[src/hw/rtl/r2h_pkg.sv]
// Shared widths, types and hue sector codes for the RGBA to HWBA converter.
package r2h_pkg;

    localparam int CHAN_W  = 8;
    localparam int HUE_W   = 9;
    localparam int WB_W    = 7;
    localparam int QUO_W   = 6;
    localparam int REM_W   = 15;
    localparam int DVS_W   = 9;
    localparam int SCL_W   = 15;
    localparam int PIX_W   = 32;
    localparam int HWBA_W  = 31;

    localparam logic [HUE_W-1:0] HUE_BASE_RED_UP    = 9'd0;
    localparam logic [HUE_W-1:0] HUE_BASE_GREEN_DN  = 9'd60;
    localparam logic [HUE_W-1:0] HUE_BASE_GREEN_UP  = 9'd120;
    localparam logic [HUE_W-1:0] HUE_BASE_BLUE_DN   = 9'd180;
    localparam logic [HUE_W-1:0] HUE_BASE_BLUE_UP   = 9'd240;
    localparam logic [HUE_W-1:0] HUE_BASE_RED_DN    = 9'd300;
    localparam logic [HUE_W-1:0] HUE_MAX            = 9'd360;

    typedef struct packed {
        logic              grey;
        logic [HUE_W-1:0]  base;
        logic [SCL_W-1:0]  white_scl;
        logic [WB_W-1:0]   white_est;
        logic [SCL_W-1:0]  black_scl;
        logic [WB_W-1:0]   black_est;
        logic [CHAN_W-1:0] alpha;
    } side_t;

    typedef struct packed {
        logic [REM_W-1:0] rem;
        logic [DVS_W-1:0] dvs;
        logic [QUO_W-1:0] quo;
        side_t            side;
    } div_t;

endpackage

[src/hw/rtl/r2h_div_stage.sv]
// One registered restoring-division step that settles one quotient bit of the hue fraction.
module r2h_div_stage
    import r2h_pkg::*;
#(
    parameter int SHIFT = QUO_W - 1
)
(
    input  logic clk,
    input  logic rst_n,
    input  logic en,
    input  logic valid_in,
    input  div_t data_in,
    output logic valid_out,
    output div_t data_out
);

    logic             valid_reg;
    div_t             data_reg;
    div_t             data_next;
    logic [REM_W-1:0] trial;

    always_comb
    begin
        trial     = REM_W'(data_in.dvs) << SHIFT;
        data_next = data_in;
        if (data_in.rem >= trial)
        begin
            data_next.rem        = data_in.rem - trial;
            data_next.quo[SHIFT] = 1'b1;
        end
    end

    always_ff @(posedge clk or negedge rst_n)
    begin
        if (!rst_n)
        begin
            valid_reg <= 1'b0;
        end
        else if (en)
        begin
            valid_reg <= valid_in;
        end
    end

    always_ff @(posedge clk)
    begin
        if (en)
        begin
            data_reg <= data_next;
        end
    end

    assign valid_out = valid_reg;
    assign data_out  = data_reg;

    // The remainder left by this step is always below the divisor at this bit weight.
    assert property (@(posedge clk) disable iff (!rst_n)
        valid_reg |-> (data_reg.rem < (REM_W'(data_reg.dvs) << SHIFT)))
        else $error("division remainder out of range");

endmodule

[src/hw/rtl/rgba_to_hwba_convert.sv]
// Top level of the pipelined RGBA to HWBA pixel converter.
//
//  channel   direction  handshake             payload
//  input     in         in_valid / in_stall   pixel_word [31:0]
//  output    out        out_valid / out_stall hwba_word  [30:0]
//
// One word is accepted per clock while in_stall is low.
// The pipeline is sector selection, scaling, scale estimate, six restoring
// division steps for the hue fraction, and the output register.
// Each stage moves when its successor is empty or moving, so bubbles close up.
// in_stall is high only when every stage holds a word and out_stall is high.
// Reset clears the valid bits only.
module rgba_to_hwba_convert
    import r2h_pkg::*;
(
    input  logic                clk,
    input  logic                rst_n,
    input  logic                in_valid,
    output logic                in_stall,
    input  logic [PIX_W-1:0]    pixel_word,
    output logic                out_valid,
    input  logic                out_stall,
    output logic [HWBA_W-1:0]   hwba_word
);

    localparam int NSTG = QUO_W + 4;
    localparam int DIV0 = 3;

    logic [NSTG-1:0] pipe_v;
    logic [NSTG-1:0] pipe_en;

    // Stage 1.
    logic [CHAN_W-1:0] red, green, blue, alpha_in;
    logic [CHAN_W-1:0] mx_next, mn_next, c_next, n_next;
    logic [HUE_W-1:0]  base_next;
    logic              s1_valid_reg;
    logic [CHAN_W-1:0] s1_mx_reg, s1_mn_reg, s1_c_reg, s1_n_reg, s1_alpha_reg;
    logic [HUE_W-1:0]  s1_base_reg;

    // Stage 2.
    logic [REM_W-1:0]  dividend_next;
    logic [DVS_W-1:0]  divisor_next;
    logic [SCL_W:0]    white_raw, black_raw;
    logic [CHAN_W-1:0] inv_mx;
    logic              s2_valid_reg;
    logic [REM_W-1:0]  s2_dividend_reg;
    logic [DVS_W-1:0]  s2_divisor_reg;
    logic [SCL_W-1:0]  s2_white_reg, s2_black_reg;
    logic              s2_grey_reg;
    logic [HUE_W-1:0]  s2_base_reg;
    logic [CHAN_W-1:0] s2_alpha_reg;

    // Stage 3.
    logic [SCL_W+7:0]  white_prod, black_prod;
    logic              s3_valid_reg;
    div_t              s3_reg;
    div_t              s3_next;

    div_t              dchain [0:QUO_W];
    logic [QUO_W:0]    vchain;

    // Output stage.
    logic [HUE_W-1:0]  hue;
    logic [WB_W-1:0]   white, black;
    logic [SCL_W:0]    white_rest, black_rest;
    logic [HWBA_W-1:0] word_next;
    logic              out_valid_reg;
    logic [HWBA_W-1:0] hwba_word_reg;

    always_comb
    begin
        pipe_en[NSTG-1] = !pipe_v[NSTG-1] || !out_stall;
        for (int i = NSTG - 2; i >= 0; i--)
        begin
            pipe_en[i] = !pipe_v[i] || pipe_en[i+1];
        end
    end

    assign in_stall = !pipe_en[0];

    always_comb
    begin
        red      = pixel_word[31:24];
        green    = pixel_word[23:16];
        blue     = pixel_word[15:8];
        alpha_in = pixel_word[7:0];

        mx_next = red;
        mn_next = red;
        if (green > mx_next) mx_next = green;
        if (blue > mx_next)  mx_next = blue;
        if (green < mn_next) mn_next = green;
        if (blue < mn_next)  mn_next = blue;
        c_next = mx_next - mn_next;

        if (red == mx_next)
        begin
            if (green >= blue)
            begin
                base_next = HUE_BASE_RED_UP;
                n_next    = green - blue;
            end
            else
            begin
                base_next = HUE_BASE_RED_DN;
                n_next    = c_next + green - blue;
            end
        end
        else if (green == mx_next)
        begin
            if (blue >= red)
            begin
                base_next = HUE_BASE_GREEN_UP;
                n_next    = blue - red;
            end
            else
            begin
                base_next = HUE_BASE_GREEN_DN;
                n_next    = c_next + blue - red;
            end
        end
        else
        begin
            if (red >= green)
            begin
                base_next = HUE_BASE_BLUE_UP;
                n_next    = red - green;
            end
            else
            begin
                base_next = HUE_BASE_BLUE_DN;
                n_next    = c_next + red - green;
            end
        end
    end

    always_ff @(posedge clk or negedge rst_n)
    begin
        if (!rst_n)
        begin
            s1_valid_reg <= 1'b0;
        end
        else if (pipe_en[0])
        begin
            s1_valid_reg <= in_valid;
        end
    end

    always_ff @(posedge clk)
    begin
        if (pipe_en[0])
        begin
            s1_mx_reg    <= mx_next;
            s1_mn_reg    <= mn_next;
            s1_c_reg     <= c_next;
            s1_n_reg     <= n_next;
            s1_base_reg  <= base_next;
            s1_alpha_reg <= alpha_in;
        end
    end

    // The hue fraction is round(60*n/c), taken as floor((120*n + c) / (2*c)).
    always_comb
    begin
        dividend_next = REM_W'(s1_n_reg) * REM_W'(120) + REM_W'(s1_c_reg);
        divisor_next  = (s1_c_reg == '0) ? DVS_W'(1) : {s1_c_reg, 1'b0};
        inv_mx        = 8'd255 - s1_mx_reg;
        white_raw     = (SCL_W+1)'(s1_mn_reg) * (SCL_W+1)'(254) + (SCL_W+1)'(255);
        black_raw     = (SCL_W+1)'(inv_mx) * (SCL_W+1)'(254) + (SCL_W+1)'(255);
    end

    always_ff @(posedge clk or negedge rst_n)
    begin
        if (!rst_n)
        begin
            s2_valid_reg <= 1'b0;
        end
        else if (pipe_en[1])
        begin
            s2_valid_reg <= s1_valid_reg;
        end
    end

    always_ff @(posedge clk)
    begin
        if (pipe_en[1])
        begin
            s2_dividend_reg <= dividend_next;
            s2_divisor_reg  <= divisor_next;
            s2_white_reg    <= white_raw[SCL_W:1];
            s2_black_reg    <= black_raw[SCL_W:1];
            s2_grey_reg     <= (s1_c_reg == '0);
            s2_base_reg     <= s1_base_reg;
            s2_alpha_reg    <= s1_alpha_reg;
        end
    end

    // Division by 255 starts from a multiply by 257/65536, which is low by at most one.
    always_comb
    begin
        white_prod = {s2_white_reg, 8'd0} + (SCL_W+8)'(s2_white_reg);
        black_prod = {s2_black_reg, 8'd0} + (SCL_W+8)'(s2_black_reg);

        s3_next                = '0;
        s3_next.rem            = s2_dividend_reg;
        s3_next.dvs            = s2_divisor_reg;
        s3_next.side.grey      = s2_grey_reg;
        s3_next.side.base      = s2_base_reg;
        s3_next.side.white_scl = s2_white_reg;
        s3_next.side.white_est = white_prod[SCL_W+7:16];
        s3_next.side.black_scl = s2_black_reg;
        s3_next.side.black_est = black_prod[SCL_W+7:16];
        s3_next.side.alpha     = s2_alpha_reg;
    end

    always_ff @(posedge clk or negedge rst_n)
    begin
        if (!rst_n)
        begin
            s3_valid_reg <= 1'b0;
        end
        else if (pipe_en[2])
        begin
            s3_valid_reg <= s2_valid_reg;
        end
    end

    always_ff @(posedge clk)
    begin
        if (pipe_en[2])
        begin
            s3_reg <= s3_next;
        end
    end

    assign dchain[0] = s3_reg;
    assign vchain[0] = s3_valid_reg;

    for (genvar j = 0; j < QUO_W; j++)
    begin : g_div
        r2h_div_stage #(
            .SHIFT(QUO_W - 1 - j)
        ) u_step (
            .clk      (clk),
            .rst_n    (rst_n),
            .en       (pipe_en[DIV0+j]),
            .valid_in (vchain[j]),
            .data_in  (dchain[j]),
            .valid_out(vchain[j+1]),
            .data_out (dchain[j+1])
        );
    end

    assign pipe_v = {out_valid_reg, vchain[QUO_W:1], s3_valid_reg, s2_valid_reg, s1_valid_reg};

    always_comb
    begin
        hue = dchain[QUO_W].side.grey ? '0
            : dchain[QUO_W].side.base + HUE_W'(dchain[QUO_W].quo);

        white_rest = (SCL_W+1)'(dchain[QUO_W].side.white_scl)
                   - (SCL_W+1)'({dchain[QUO_W].side.white_est, 8'd0})
                   + (SCL_W+1)'(dchain[QUO_W].side.white_est);
        black_rest = (SCL_W+1)'(dchain[QUO_W].side.black_scl)
                   - (SCL_W+1)'({dchain[QUO_W].side.black_est, 8'd0})
                   + (SCL_W+1)'(dchain[QUO_W].side.black_est);
        white = dchain[QUO_W].side.white_est + WB_W'(white_rest >= (SCL_W+1)'(255));
        black = dchain[QUO_W].side.black_est + WB_W'(black_rest >= (SCL_W+1)'(255));

        if (dchain[QUO_W].side.alpha == '0)
        begin
            word_next = '0;
        end
        else
        begin
            word_next = {hue, white, black, dchain[QUO_W].side.alpha};
        end
    end

    always_ff @(posedge clk or negedge rst_n)
    begin
        if (!rst_n)
        begin
            out_valid_reg <= 1'b0;
        end
        else if (pipe_en[NSTG-1])
        begin
            out_valid_reg <= vchain[QUO_W];
        end
    end

    always_ff @(posedge clk)
    begin
        if (pipe_en[NSTG-1])
        begin
            hwba_word_reg <= word_next;
        end
    end

    assign out_valid = out_valid_reg;
    assign hwba_word = hwba_word_reg;

    assert property (@(posedge clk) disable iff (!rst_n)
        out_valid |-> (hwba_word[30:22] <= HUE_MAX))
        else $error("hue above 360 degrees");

    // Whiteness and blackness come from min and 255-max, whose sum is at most 255.
    assert property (@(posedge clk) disable iff (!rst_n)
        (out_valid && (hwba_word[7:0] != '0))
            |-> ((8'(hwba_word[21:15]) + 8'(hwba_word[14:8])) <= 8'd127))
        else $error("whiteness plus blackness above full scale");

    assert property (@(posedge clk) disable iff (!rst_n)
        in_stall |-> (&pipe_v))
        else $error("input stalled while the pipeline has a free stage");

endmodule

[config.mk]
export PLATFORM = sky130hd
export DESIGN_NAME = rgba_to_hwba_convert
export DESIGN_NICKNAME = d
export VERILOG_FILES = /design/src/hw/rtl/r2h_pkg.sv /design/src/hw/rtl/r2h_div_stage.sv /design/src/hw/rtl/rgba_to_hwba_convert.sv
export SDC_FILE = /design/constraint.sdc
export NUM_CORES = 1
export LEC_CHECK = 0
export BUFFER_PORTS_ARGS = -buffer_cell sky130_fd_sc_hd__clkbuf_2
export CAP_MARGIN = 30
export CORE_MARGIN = 4
export CORE_UTILIZATION = 60
export CTS_CLUSTER_SIZE = 24
export DETAILED_ROUTE_END_ITERATION = 6
export GPL_TIMING_DRIVEN = 0
export PLACE_DENSITY = 0.83
export SKIP_CTS_REPAIR_TIMING = 1
export SLEW_MARGIN = 10
export SYNTH_ARGS = -nofsm -noshare
export SYNTH_HDL_FRONTEND = slang
export SYNTH_SLANG_ARGS = --single-unit
[constraint.sdc]
create_clock -name clk -period 10.08 [get_ports clk]
set_clock_uncertainty 0.2 [all_clocks]
set_input_delay 0 -clock clk [delete_from_list [all_inputs] [get_ports clk]]
set_output_delay 0 -clock clk [all_outputs]
set_load 0.01 [all_outputs]
Word-level counts from Yosys, hierarchy flattened
Index checks and enable logic that the tools add are counted.
{"block": "word_totals", "regBits": 761, "inputBits": 36}
{"block": "op_classes", "add_sub_neg": 28, "n_mul": 3, "order_cmp": 15, "n_eq_ne": 2, "muxes": 20, "n_reduce_logical": 25}
{"operator": "15-bit 2-to-1 mux", "count": 5}
{"operator": "8-bit 2-to-1 mux", "count": 9}
{"operator": "8-bit subtractor", "count": 7}
{"operator": "23-bit by 15-bit adder with 23-bit output", "count": 2}
{"operator": "16-bit by 7-bit adder with 16-bit output", "count": 2}
{"operator": "16-bit by 8-bit adder with 16-bit output (second input constant)", "count": 2}
{"operator": "16-bit by 8-bit greater-or-equal comparator with 1-bit output (second input constant)", "count": 2}
{"operator": "15-bit by 15-bit subtractor with 16-bit output", "count": 2}
{"operator": "8-bit by 7-bit multiplier with 15-bit output (second input constant)", "count": 2}
{"operator": "9-bit 2-to-1 mux", "count": 3}
{"operator": "8-bit adder", "count": 3}
{"operator": "8-bit greater-or-equal comparator", "count": 3}
{"operator": "8-bit == test", "count": 2}
{"operator": "8-bit > comparator", "count": 2}
{"operator": "8-bit zero test", "count": 2}
{"operator": "8-bit < comparator", "count": 2}
{"operator": "15-bit by 8-bit adder with 15-bit output", "count": 1}
{"operator": "15-bit by 10-bit greater-or-equal comparator with 1-bit output", "count": 1}
{"operator": "15-bit by 11-bit greater-or-equal comparator with 1-bit output", "count": 1}
{"operator": "15-bit by 12-bit greater-or-equal comparator with 1-bit output", "count": 1}
{"operator": "15-bit by 13-bit greater-or-equal comparator with 1-bit output", "count": 1}
{"operator": "15-bit by 14-bit greater-or-equal comparator with 1-bit output", "count": 1}
{"operator": "15-bit by 9-bit greater-or-equal comparator with 1-bit output", "count": 1}
{"operator": "15-bit by 10-bit subtractor with 15-bit output", "count": 1}
{"operator": "13 further kinds", "count": 35}

Longest topological paths before layout
Gate-level depths: netlist (run 1).
{"block": "depth", "depth_word": 12, "mapped_depth": 40}

Modules after synthesis
A second synthesis (run 1) with hierarchy kept.
{"block": "unflattened", "hier_cells": 2714, "hier_area_um2": 38916.1}
{"module": "rgba_to_hwba_convert", "n_inst": 1, "cells_per_inst": 1602, "area_each_um2": 17825.8}
{"module": "r2h_div_stage (g_div[5].u_step)", "n_inst": 1, "cells_per_inst": 204, "area_each_um2": 3641.0}
{"module": "r2h_div_stage (g_div[3].u_step)", "n_inst": 1, "cells_per_inst": 183, "area_each_um2": 3554.7}
{"module": "r2h_div_stage (g_div[4].u_step)", "n_inst": 1, "cells_per_inst": 192, "area_each_um2": 3497.1}
{"module": "r2h_div_stage (g_div[2].u_step)", "n_inst": 1, "cells_per_inst": 179, "area_each_um2": 3494.6}
{"module": "r2h_div_stage (g_div[1].u_step)", "n_inst": 1, "cells_per_inst": 181, "area_each_um2": 3488.3}
{"module": "r2h_div_stage (g_div[0].u_step)", "n_inst": 1, "cells_per_inst": 173, "area_each_um2": 3414.5}

Least setup slack after synthesis (run 1)
Ideal clock, no wire load.
{"block": "synth_path", "kind": "input-to-reg", "startpoint": "input port pixel_word[19]", "endpoint": "register s1_n_reg[7], data pin", "t_arrival_ns": 7.035, "required_time_ns": 9.609, "setup_slack_ns": 2.575, "path_stages": 37, "path_cell_list": "inv_1 ha_1 or2_2 o211a_4 nor2_1 mux2i_1 ha_1 and4_1 a221o_1 a31oi_1 a31oi_1 a21oi_4 buf_2 nor2_1 a21oi_1 ha_1 inv_1 nand2_1 nor2_1 a221o_1 nor2_1 xnor2_1 inv_1 fa_1 inv_1 ha_1 inv_1 o21bai_1 a21oi_1 o21bai_1 a21oi_1 xor2_1 nand2b_1 a21o_1 a31o_2 nand3_1 o221ai_1"}
{"block": "synth_via", "elab_chain_len": 10}
{"item": "start: declaration", "line_no": "rgba_to_hwba_convert.sv:20", "rtl": "input logic [PIX_W-1:0] pixel_word,"}
{"item": "8-bit > comparator or 8-bit < comparator (tied branches)", "line_no": "rgba_to_hwba_convert.sv:90, rgba_to_hwba_convert.sv:92"}
{"item": "8-bit 2-to-1 mux, on equally long branches", "line_no": "rgba_to_hwba_convert.sv:90, rgba_to_hwba_convert.sv:92"}
{"item": "8-bit > comparator or 8-bit < comparator (tied branches)", "line_no": "rgba_to_hwba_convert.sv:91, rgba_to_hwba_convert.sv:93"}
{"item": "8-bit 2-to-1 mux, on equally long branches", "line_no": "rgba_to_hwba_convert.sv:91, rgba_to_hwba_convert.sv:93"}
{"item": "8-bit subtractor *", "line_no": "rgba_to_hwba_convert.sv:94", "rtl": "c_next = mx_next - mn_next;"}
{"item": "named net c_next[3]", "line_no": "rgba_to_hwba_convert.sv:34", "rtl": "logic [CHAN_W-1:0] mx_next, mn_next, c_next, n_next;"}
{"item": "8-bit adder, on equally long branches", "line_no": "rgba_to_hwba_convert.sv:132, rgba_to_hwba_convert.sv:119"}
{"item": "8-bit subtractor, on equally long branches", "line_no": "rgba_to_hwba_convert.sv:132, rgba_to_hwba_convert.sv:119"}
{"item": "8-bit 2-to-1 mux, on equally long branches", "line_no": "rgba_to_hwba_convert.sv:124, rgba_to_hwba_convert.sv:111"}
{"item": "8-bit 2-to-1 mux", "line_no": "rgba_to_hwba_convert.sv:109", "rtl": "else if (green == mx_next)"}
{"item": "8-bit 2-to-1 mux *", "line_no": "rgba_to_hwba_convert.sv:96", "rtl": "if (red == mx_next)"}
{"item": "named net n_next[7]", "line_no": "rgba_to_hwba_convert.sv:34"}
{"item": "end signal: assignment", "line_no": "rgba_to_hwba_convert.sv:156", "rtl": "s1_n_reg <= n_next;"}
{"item": "end: declaration", "line_no": "rgba_to_hwba_convert.sv:37", "rtl": "logic [CHAN_W-1:0] s1_mx_reg, s1_mn_reg, s1_c_reg, s1_n_reg, s1_alpha_reg;"}
The timed path passes the listed nets; every way through them passes the cells marked *.
A chain may end at the register's enable or synchronous reset.

Worst setup path in the final report (run 1)
{"block": "layout_path", "startpoint": "input port pixel_word[25]", "endpoint": "register s1_n_reg[7], data pin"}
The elaborated chain is that of the path after synthesis.

==> results of run 1 <==
==> cell usage in the layout (no fill, tap or decap), types with 8 or more instances in the layout <==
master	n
sky130_fd_sc_hd__or4_1	9
sky130_fd_sc_hd__a21oi_1	137
sky130_fd_sc_hd__o21bai_1	36
sky130_fd_sc_hd__inv_1	337
sky130_fd_sc_hd__edfxtp_1	726
sky130_fd_sc_hd__o21ai_0	87
sky130_fd_sc_hd__o31ai_1	10
sky130_fd_sc_hd__a21o_1	53
sky130_fd_sc_hd__nand3_1	36
sky130_fd_sc_hd__nor3b_1	8
sky130_fd_sc_hd__and3_1	15
sky130_fd_sc_hd__nor2b_1	49
sky130_fd_sc_hd__dfrtp_1	10
sky130_fd_sc_hd__and2_1	15
sky130_fd_sc_hd__o21a_1	16
sky130_fd_sc_hd__nand2_1	80
sky130_fd_sc_hd__nand2b_1	43
sky130_fd_sc_hd__clkbuf_1	41
sky130_fd_sc_hd__clkbuf_16	69
sky130_fd_sc_hd__nor2_1	128
sky130_fd_sc_hd__dlygate4sd3_1	28
sky130_fd_sc_hd__xor2_1	62
sky130_fd_sc_hd__mux2i_1	18
sky130_fd_sc_hd__o211ai_1	12
sky130_fd_sc_hd__clkbuf_2	68
sky130_fd_sc_hd__clkinv_1	18
sky130_fd_sc_hd__xnor2_1	151
sky130_fd_sc_hd__ha_1	279
sky130_fd_sc_hd__fa_1	90
sky130_fd_sc_hd__nor3_1	22
sky130_fd_sc_hd__nand4_1	19
==> worst paths after layout <==
path	startpoint	slack, ns	endpoint
min reg2reg	s2_dividend_reg[7]$_DFFE_PP_	0.20	dchain[636]$_DFFE_PP_
max	pixel_word[25]	0.84	s1_n_reg[7]$_DFFE_PN_
min	in_valid	0.03	s1_valid_reg$_DFFE_PN0N_
min in group asynchronous	rst_n	0.28	s3_valid_reg$_DFFE_PN0P_
max reg2reg	s1_mx_reg[4]$_DFFE_PN_	4.37	s2_black_reg[14]$_DFFE_PP_
max in group asynchronous	rst_n	8.99	g_div[5].u_step.valid_out$_DFFE_PN0P_
==> cells by family after synthesis <==
| group | Yosys count |
|---|---|
| fa+ha+maj | 371 |
| xor+xnor | 213 |
| compound gates | 411 |
| flops | 736 |
| buf+inv | 377 |
| simple gates | 465 |
| mux | 23 |
==> tightest hold or removal path, delay by kind of cell <==
| kind | cells | cell delay [ns] |
|---|---|---|
| buffers and inverters | 2 | 0.67 |
| and+or+nand+nor | 1 | 0.12 |
==> per-stage QoR <==
step	hold slack, ns	instance area (µm²)	util
floorplan	-0.496	35900	-
global placement	-0.323	37200	0.629
detailed placement	-0.298	37500	0.634
CTS	-0.943	39700	0.672
global route	0.0225	40000	0.676
finish	0.0263	40000	0.676
==> metal layers <==
| layer | vias up | routed length (µm) |
|---|---|---|
| met4 | 0 | 3570 |
| met2 | 994 | 39100 |
| met5 | - | 0 |
| li1 | 9625 | - |
| met3 | 246 | 4780 |
| met1 | 10200 | 28200 |
==> cell type report <==
| cell class | instances | area, µm² | area share |
|---|---|---|---|
| flip-flops and latches | 736 | 22100 | 0.551 |
| multi-input cells | 1483 | 12500 | 0.311 |
| clock buffers | 79 | 1790 | 0.0449 |
| inverters | 340 | 1280 | 0.0320 |
| well taps | 773 | 967 | 0.0242 |
| repair buffers | 110 | 901 | 0.0225 |
| clock inverters | 41 | 407 | 0.0102 |
| plain buffers | 37 | 143 | 0.00357 |
==> results.md, run 1 <==
* TritonRoute pass-1 iters: 6
* Place WS: 0.708 ns
* layout cell share with drive strength beyond 1: 0.0750
* detail-routed net length per standard cell: 21.0 µm
* RD Place Congestion: 0.955
* wire length of the first global-routing pass: 118000 µm
* simple-gate portion of the synthesized area: 0.0660
* total clock buffers created by CTS: 67
* worst setup path category: in -> reg
* Slowest Stage Delay on Critical Path: 0.66 ns
* number of diodes: 0
* Min-Delay Path Depth: 3
* die area: 63800 µm²
* multiplexer area fraction after synthesis: 0.00659
* async set or reset register ratio after synthesis: 0.0136
* synth top area cells: sky130_fd_sc_hd__edfxtp_1 61%, sky130_fd_sc_hd__ha_1 9.7%, sky130_fd_sc_hd__fa_1 5.0%
* largest area contributor in the netlist: sky130_fd_sc_hd__edfxtp_1
* Die X-Extent: 253 µm
* buffer depth of the longest clock path: 3
* die outline height: 253 µm
* slowest cell on the critical path: sky130_fd_sc_hd__mux2i_1
* aggregate global routing overflow: 0
* xor and xnor area share after synthesis: 0.0520
* count of filler cells inserted in the layout: 3667
* FP Rows: 89
* net count of the mapped netlist: 3001
* arrival time at the worst endpoint: 9.43 ns
* root buffer selected by CTS: sky130_fd_sc_hd__clkbuf_16
* Core Area: 59100 µm²
* result of the run: complete, no violations
* cell area after technology mapping: 35900 µm²
* number of flip-flops under the largest register name: 496
* Total Routed Length: 75600 µm
* maximum number of pins on one net before global-route repair: 77
* hold violation count in the final report: 0
* final critical delay including setup and external delays: 9.24 ns
* normalized max-slew margin: 0.454
* number of levels in the clock H-tree: 3
* met2 Usage GRT: 0.427
* category of cells accounting for the largest share of critical-path delay: compound AO/OA/AOI/OAI gates
* global-route total usage across every layer: 0.235
* GR met1 Demand/Resource: 0.281
* critical path depth: 39
* clock latency reported for the late side of the worst-skew pair: 0.60 ns
* number of antenna violations at the first check in global routing: 0
* share of the synthesized area in compound gates (AO/OA/AOI/OAI): 0.0732
* count of distinct cell types in the synthesized netlist: 69
* Max Clock Freq: 108 MHz
* Layout Nets: 3180
* post-CTS clock slew at the launch and capture registers of the worst setup and hold paths: 0.07 ns
* share of the clock period used by the worst path after layout: 0.917
* Placed Cells: 3450
* flop and latch count out of synthesis: 736
* count of maximum capacitance violations: 0
* via count of the first global-routing pass: 21.8k
* number of enable-type register cells in the synthesized netlist: 726
* critical path required time: 10.27 ns
* global-route met3 utilization: 0.0346
* CP Capture Type: register
* final cell count without fillers: 3599
* unrepaired setup endpoints after global routing: false
* Vias: 21.0k
* clock tree from TritonCTS: built
* aggregate negative setup slack: 0 ns
* list of most frequent post-synthesis cells: 726 x sky130_fd_sc_hd__edfxtp_1, 340 x sky130_fd_sc_hd__inv_1, 279 x sky130_fd_sc_hd__ha_1
* routing layer with the top usage in global route: met2
* Startpoint Class: input pin
* number of DRC violations after detailed-routing iteration 0: 2026
* R2R cell count: 22
* largest family of logic cells by synthesized area: adder cells
* sequential element share of the synthesized area: 0.615
* top-area cell type share of the netlist area: 0.608
* top-count cell post-synth: sky130_fd_sc_hd__edfxtp_1
* critical path buffer and inverter count: 8
* class of the tightest hold or removal check: in -> reg
* hpwl dp: 48000 µm
* initial core utilization: 0.607
* detailed-route vias per instance: 5.84
* final slew viol count: 0
* number of standard cells after synthesis: 2596
* post-synthesis to final-layout area growth: 11.5%
* post-route ant nets: 0
* peak fanout along the critical path: 10
* Worst Slack Setup Final: 0.836 ns
* slew at the pin with the worst max-slew slack: 0.796 ns
* most used flip-flop cell after synthesis: sky130_fd_sc_hd__edfxtp_1
* I/O pin count: 69
* Ys Warns: 0
* final number of setup-violating endpoints: 0
* syn avg cell area: 13.8 µm²
* clock sinks: 736
* residual DRC count: 0
* number of buffers inserted by port buffering: 68
* Post-Synth Adder-Cell Area: 0.148
Power of run 1 is left out: the tool's default activity adds up to more than one toggle a clock period on the data nets, which glitch-free logic cannot reach.
==> inputs of run 2 (changes only) <==
CORE_UTILIZATION = 57   (was 60)
PLACE_DENSITY = 0.82   (was 0.83)
clock period = 8.2 ns   (was 10.08 ns; I/O delays follow)
==> run 2 against run 1 <==
  * Setup slack lost 0.51 ns
  * Cell count grew 2.0%
  * Non-clock buffer count grew 8
  * Via count shrank 1.6%
  * Cell area grew 0.45%
  * Flip-flop and latch count is the same
  * Wire length shrank 2.0%
  * Clock-buffer cell count grew 4
  * Critical path type unchanged
  * First-iteration DRC count shrank 24%
  * Critical endpoint unchanged
  * Worst hold slack lost 0.014 ns
==> results.md, run 2 (synthesis gave the netlist of run 1 again) <==
* via count of the first global-routing pass: 21.2k, -2.7%
* total clock buffers created by CTS: 69, +3.0%
* count of maximum capacitance violations: 0, unchanged
* aggregate negative setup slack: 0 ns, unchanged
* number of DRC violations after detailed-routing iteration 0: 1530, -24%
* slew at the pin with the worst max-slew slack: 0.926 ns, +0.130 ns
* commonest non-fill, non-tap cell in the layout: sky130_fd_sc_hd__edfxtp_1
* placed cell areas: 37600 µm², +0.21%
* normalized max-slew margin: 0.374, -0.0798
* hold violation count in the final report: 0, unchanged
* Slowest Stage Delay on Critical Path: 0.50 ns, -0.16 ns
* arrival time at the worst endpoint: 7.97 ns, -1.46 ns
* detail-routed net length per standard cell: 20.2 µm, -4.0%
* aggregate global routing overflow: 0, unchanged
* slowest cell on the critical path: sky130_fd_sc_hd__fa_1
* I/O pin count: 69, unchanged
* critical path buffer and inverter count: 7, -1
* number of buffers inserted by port buffering: 68, unchanged
* peak fanout along the critical path: 10, unchanged
* Place WS: -1.16 ns, -1.87 ns
* final slew viol count: 0, unchanged
* post-CTS clock slew at the launch and capture registers of the worst setup and hold paths: 0.07 ns, about the same
* Total Routed Length: 74100 µm, -2.0%
* final number of setup-violating endpoints: 0, unchanged
* result of the run: complete, no violations
* share of the clock period used by the worst path after layout: 0.960
* cell type with the highest occurrence count on the critical path: sky130_fd_sc_hd__inv_1
* Startpoint Class: input pin
* clock sinks: 736, unchanged
* number of diodes: 0, unchanged
* die area: 67000 µm², +5.1%
* class of the tightest hold or removal check: in -> reg
* number of antenna violations at the first check in global routing: 0, unchanged
* clock tree from TritonCTS: built
* post-route ant nets: 0, unchanged
* Max Clock Freq: 127 MHz
* Layout Nets: 3190, +0.31%
* unrepaired setup endpoints after global routing: false
* critical path required time: 8.29 ns, -1.98 ns
* hpwl dp: 48000 µm, about the same
* RD Place Congestion: 0.908, -4.9%
* die outline height: 259 µm, +2.5%
* core occupancy in the finished layout: 0.648, -0.0290
* category of cells accounting for the largest share of critical-path delay: compound AO/OA/AOI/OAI gates
* final critical delay including setup and external delays: 7.87 ns
* detailed-route vias per instance: 5.63, -3.6%
* worst setup path category: in -> reg
* residual DRC count: 0, unchanged
* Die X-Extent: 259 µm, +2.5%
* post-synthesis to final-layout area growth: 12.0%
* most frequent cells in the layout: 726 x sky130_fd_sc_hd__edfxtp_1, 336 x sky130_fd_sc_hd__inv_1, 279 x sky130_fd_sc_hd__ha_1
* global-route total usage across every layer: 0.219, -0.0164
* Vias: 20.7k, -1.6%
* FP Rows: 91, +2.2%
* cell area after layout: 40200 µm², +0.45%
* initial core utilization: 0.578, -0.0286
* clock latency reported for the late side of the worst-skew pair: 0.61 ns, about the same
* buffer depth of the longest clock path: 3, unchanged
* CP Capture Type: register
* Core Area: 62100 µm², +4.9%
* layout cell share with drive strength beyond 1: 0.0829, +0.00787
* maximum number of pins on one net before global-route repair: 77, unchanged
* root buffer selected by CTS: sky130_fd_sc_hd__clkbuf_16
* number of levels in the clock H-tree: 3, unchanged
* number of flip-flops under the largest register name: 496, unchanged
* Worst Slack Setup Final: 0.326 ns, -0.510 ns
* count of filler cells inserted in the layout: 4051, +10%
* wire length of the first global-routing pass: 115000 µm, -2.3%
* TritonRoute pass-1 iters: 5, -1
==> run 2: path summary, 6_finish.rpt <==
path / start / slack, ns / to / depth (start not counted)
worst max register to register: s1_mx_reg[5]$_DFFE_PN_ / 2.48 / s2_black_reg[14]$_DFFE_PP_ / 18
worst max-delay path: pixel_word[24] / 0.33 / s1_n_reg[7]$_DFFE_PN_ / 39
max in group asynchronous: rst_n / 7.00 / g_div[5].u_step.valid_out$_DFFE_PN0P_ / 3
min in group asynchronous: rst_n / 0.36 / g_div[1].u_step.valid_out$_DFFE_PN0P_ / 3
worst min register to register: g_div[4].u_step.data_out[30]$_DFFE_PP_ / 0.21 / g_div[5].u_step.data_out[30]$_DFFE_PP_ / 0
worst min-delay path: pixel_word[25] / 0.01 / s1_mn_reg[1]$_DFFE_PN_ / 5
==> run 2: tightest hold or removal path, cell delays in order <==
cell and delay (ns):
sky130_fd_sc_hd__clkbuf_2 0.23, sky130_fd_sc_hd__mux2i_1 0.25, sky130_fd_sc_hd__inv_1 0.10, sky130_fd_sc_hd__mux2i_1 0.08
sky130_fd_sc_hd__inv_1 0.05
==> run 2: final cells by class <==
| type | instances | area (µm²) | share of cell area |
|---|---|---|---|
| repair buffers | 118 | 963 | 0.0240 |
| clock inverters | 38 | 357 | 0.00887 |
| multi-input cells | 1483 | 12500 | 0.311 |
| clock buffers | 83 | 1830 | 0.0456 |
| well taps | 837 | 1050 | 0.0261 |
| inverters | 340 | 1280 | 0.0320 |
| plain buffers | 37 | 145 | 0.00361 |
| flip-flops and latches | 736 | 22100 | 0.549 |
==> run 2: per-stage QoR <==
| step | std cells | hold slack (ns) |
|---|---|---|
| after floorplan | 2596 | -0.496 |
| after global placement | 3501 | -0.328 |
| after detailed placement | 3514 | -0.290 |
| after CTS | 3635 | -0.935 |
| after global routing | 3672 | 0.0248 |
| final | 3672 | 0.0127 |
==> run 2: layer usage <==
layer,GRT usage,vias to the layer above,routed length [µm]
li1,-,9647,-
met1,0.266,10100,29000
met2,0.405,773,39200
met3,0.0275,164,3680
met4,0.0729,0,2200
met5,0,-,0
Power of run 2 is left out for the same reason.
==> inputs of run 3 (changes only) <==
CELL_PAD_IN_SITES_DETAIL_PLACEMENT = 0   (was default)
CELL_PAD_IN_SITES_GLOBAL_PLACEMENT = 1   (was default)
CORE_UTILIZATION = 37   (was 57)
PLACE_DENSITY = 0.67   (was 0.82)
==> run 3 against run 2 <==
  * The run now ends with negative hold slack left
  * Critical endpoint unchanged
  * Via count shrank 8.0%
  * Cell count rose by 12%
  * Core utilization shrank 22 points
  * Non-clock buffer count fell by 9
  * First-iteration DRC count is 35% lower
  * Flip-flop and latch count stayed put
  * Cell area increased by 1.4%
  * Die area grew 52%
  * Critical path depth decreased by 3
  * Setup slack better by 0.092 ns
  * Worst hold slack got worse by 0.041 ns
  * Largest cell class unchanged
==> results.md, run 3 (synthesis gave the netlist of run 1 again) <==
* Total Routed Length: 61400 µm, -17%
* share of the clock period used by the worst path after layout: 0.949, -0.0112
* final number of setup-violating endpoints: 0, unchanged
* unrepaired setup endpoints after global routing: false
* CP Capture Type: register
* die area: 102000 µm², +52%
* initial core utilization: 0.375, -0.203
* via count of the first global-routing pass: 20.0k, -5.9%
* total clock buffers created by CTS: 72, +4.3%
* maximum number of pins on one net before global-route repair: 72, -6.5%
* detailed-route vias per instance: 4.64, -18%
* Min-Delay Path Depth: 4, -1
* count of filler cells inserted in the layout: 8636, +110%
* clock sinks: 736, unchanged
* post-route ant nets: 0, unchanged
* final slew viol count: 0, unchanged
* Startpoint Class: input pin
* placed cell areas: 38100 µm², +1.4%
* number of buffers inserted by port buffering: 68, unchanged
* aggregate negative setup slack: 0 ns, unchanged
* slew at the pin with the worst max-slew slack: 0.941 ns, +0.0147 ns
* number of diodes: 0, unchanged
* commonest non-fill, non-tap cell in the layout: sky130_fd_sc_hd__edfxtp_1
* RD Place Congestion: 0.891, -1.9%
* clock tree from TritonCTS: built
* normalized max-slew margin: 0.355, -0.0196
* detail-routed net length per standard cell: 15.0 µm, -26%
* Die X-Extent: 319 µm, +23%
* Slowest Stage Delay on Critical Path: 0.59 ns, +0.09 ns
* final critical delay including setup and external delays: 7.78 ns, -0.0916 ns
* root buffer selected by CTS: sky130_fd_sc_hd__clkbuf_16
* I/O pin count: 69, unchanged
* R2R cell count: 19, +1
* post-synthesis to final-layout area growth: 13.5%
* number of flip-flops under the largest register name: 496, unchanged
* slowest cell on the critical path: sky130_fd_sc_hd__mux2i_1
* hold path startpoint: out_stall
* hpwl dp: 46900 µm, -2.2%
* residual DRC count: 0, unchanged
* result of the run: finished with violations
* layout cell share with drive strength beyond 1: 0.0815, -0.00135
* setup slack of the worst register-to-register path: 2.96 ns, +0.48 ns
* number of levels in the clock H-tree: 3, unchanged
* critical path required time: 8.32 ns, +0.03 ns
* cell type with the highest occurrence count on the critical path: sky130_fd_sc_hd__ha_1
* Vias: 19.0k, -8.0%
* class of the tightest hold or removal check: in -> reg
* Worst Hold Slack: -0.0280 ns, -0.0406 ns
* arrival time at the worst endpoint: 7.90 ns, -0.07 ns
* violated checks: negative hold slack
* cell area after layout: 40700 µm², +1.4%
* worst hold path endpoint: g_div[4].u_step.valid_out$_DFFE_PN0P_
* die outline height: 319 µm, +23%
* Layout Nets: 3184, -0.19%
* global-route total usage across every layer: 0.122, -0.0963
* count of maximum capacitance violations: 0, unchanged
* Core Area: 95600 µm², +54%
* Reg-to-Reg Start: s1_mx_reg[5]$_DFFE_PN_
* FP Rows: 113, +24%
* aggregate global routing overflow: 0, unchanged
* buffer depth of the longest clock path: 3, unchanged
* number of antenna violations at the first check in global routing: 0, unchanged
* number of DRC violations after detailed-routing iteration 0: 987, -35%
* post-CTS clock slew at the launch and capture registers of the worst setup and hold paths: 0.06 ns, about the same
* wire length of the first global-routing pass: 102000 µm, -11%
* TritonRoute pass-1 iters: 5, unchanged
* peak fanout along the critical path: 10, unchanged
* clock latency reported for the late side of the worst-skew pair: 0.59 ns, -0.02 ns
* FF-to-FF End: s2_black_reg[14]$_DFFE_PP_
* most frequent cells in the layout: 726 x sky130_fd_sc_hd__edfxtp_1, 337 x sky130_fd_sc_hd__inv_1, 279 x sky130_fd_sc_hd__ha_1
* worst setup path category: in -> reg
* hold violation count in the final report: 2, +2
* Max Clock Freq: 128 MHz, +1.2%
-- run 3: changes by cell type in the layout (fill, tap and decap cells not counted), moves of 2 or more --
cell	change
sky130_fd_sc_hd__clkinvlp_4	-3
sky130_fd_sc_hd__clkbuf_16	+5
sky130_fd_sc_hd__clkinv_2	+2
sky130_fd_sc_hd__inv_6	-2
sky130_fd_sc_hd__clkbuf_1	+7
sky130_fd_sc_hd__buf_4	-3
sky130_fd_sc_hd__clkbuf_8	+2
sky130_fd_sc_hd__dlygate4sd3_1	-4
sky130_fd_sc_hd__clkinv_1	-3
-- run 3: stage by stage --
| step | util | setup WS [ns] | instances |
|---|---|---|---|
| 6_report | 0.426 | 0.418 | 4098 |
| 5_1_grt | 0.426 | 0.00825 | 4098 |
| 4_1_cts | 0.423 | -0.645 | 4068 |
| 3_3_place_gp | 0.396 | -1.36 | 3929 |
| 3_5_place_dp | 0.399 | -1.29 | 3940 |
| 2_1_floorplan | - | 0.695 | 2596 |
-- run 3: cell type report --
| cell class | count | area (µm²) | area share |
|---|---|---|---|
| tap | 1265 | 1580 | 0.0389 |
| clock inverter | 31 | 274 | 0.00673 |
| sequential | 736 | 22100 | 0.541 |
| clock buffer | 97 | 2010 | 0.0494 |
| timing repair buffer | 109 | 867 | 0.0213 |
| inverter | 340 | 1280 | 0.0315 |
| multi-input combinational | 1483 | 12500 | 0.307 |
| buffer | 37 | 148 | 0.00362 |
-- run 3: worst max-delay path, delay by kind of cell --
kind	cells	cell delay [ns]
AO/OA/AOI/OAI	14	2.60
XOR/XNOR	2	0.66
adder cells (fa/ha/maj)	6	1.90
buffers and inverters	6	1.15
multiplexers	1	0.59
AND/OR/NAND/NOR	7	0.99
-- run 3: worst max-delay path by stage --
| stage | end | from |
|---|---|---|
| 6_report | s1_n_reg[7]$_DFFE_PN_ | pixel_word[21] |
| 5_1_grt | s1_n_reg[7]$_DFFE_PN_ | pixel_word[21] |
| 4_1_cts | s1_n_reg[7]$_DFFE_PN_ | pixel_word[21] |
| 3_5_place_dp | s1_n_reg[7]$_DFFE_PN_ | pixel_word[21] |
| 3_3_place_gp | s1_n_reg[7]$_DFFE_PN_ | pixel_word[21] |
| 2_1_floorplan | s1_n_reg[7]$_DFFE_PN_ | pixel_word[19] |
-- run 3: per-layer routing --
metal | up-vias | GRT usage | part of all wire | routed length, µm
met5 | - | 0 | 0 | 0
met2 | 292 | 0.205 | 0.48 | 29300
met3 | 97 | 0.0198 | 0.036 | 2200
met4 | 0 | 0.0419 | 0.027 | 1630
li1 | 9630 | - | - | -
met1 | 9002 | 0.162 | 0.46 | 28300
Power of run 3 is left out for the same reason.
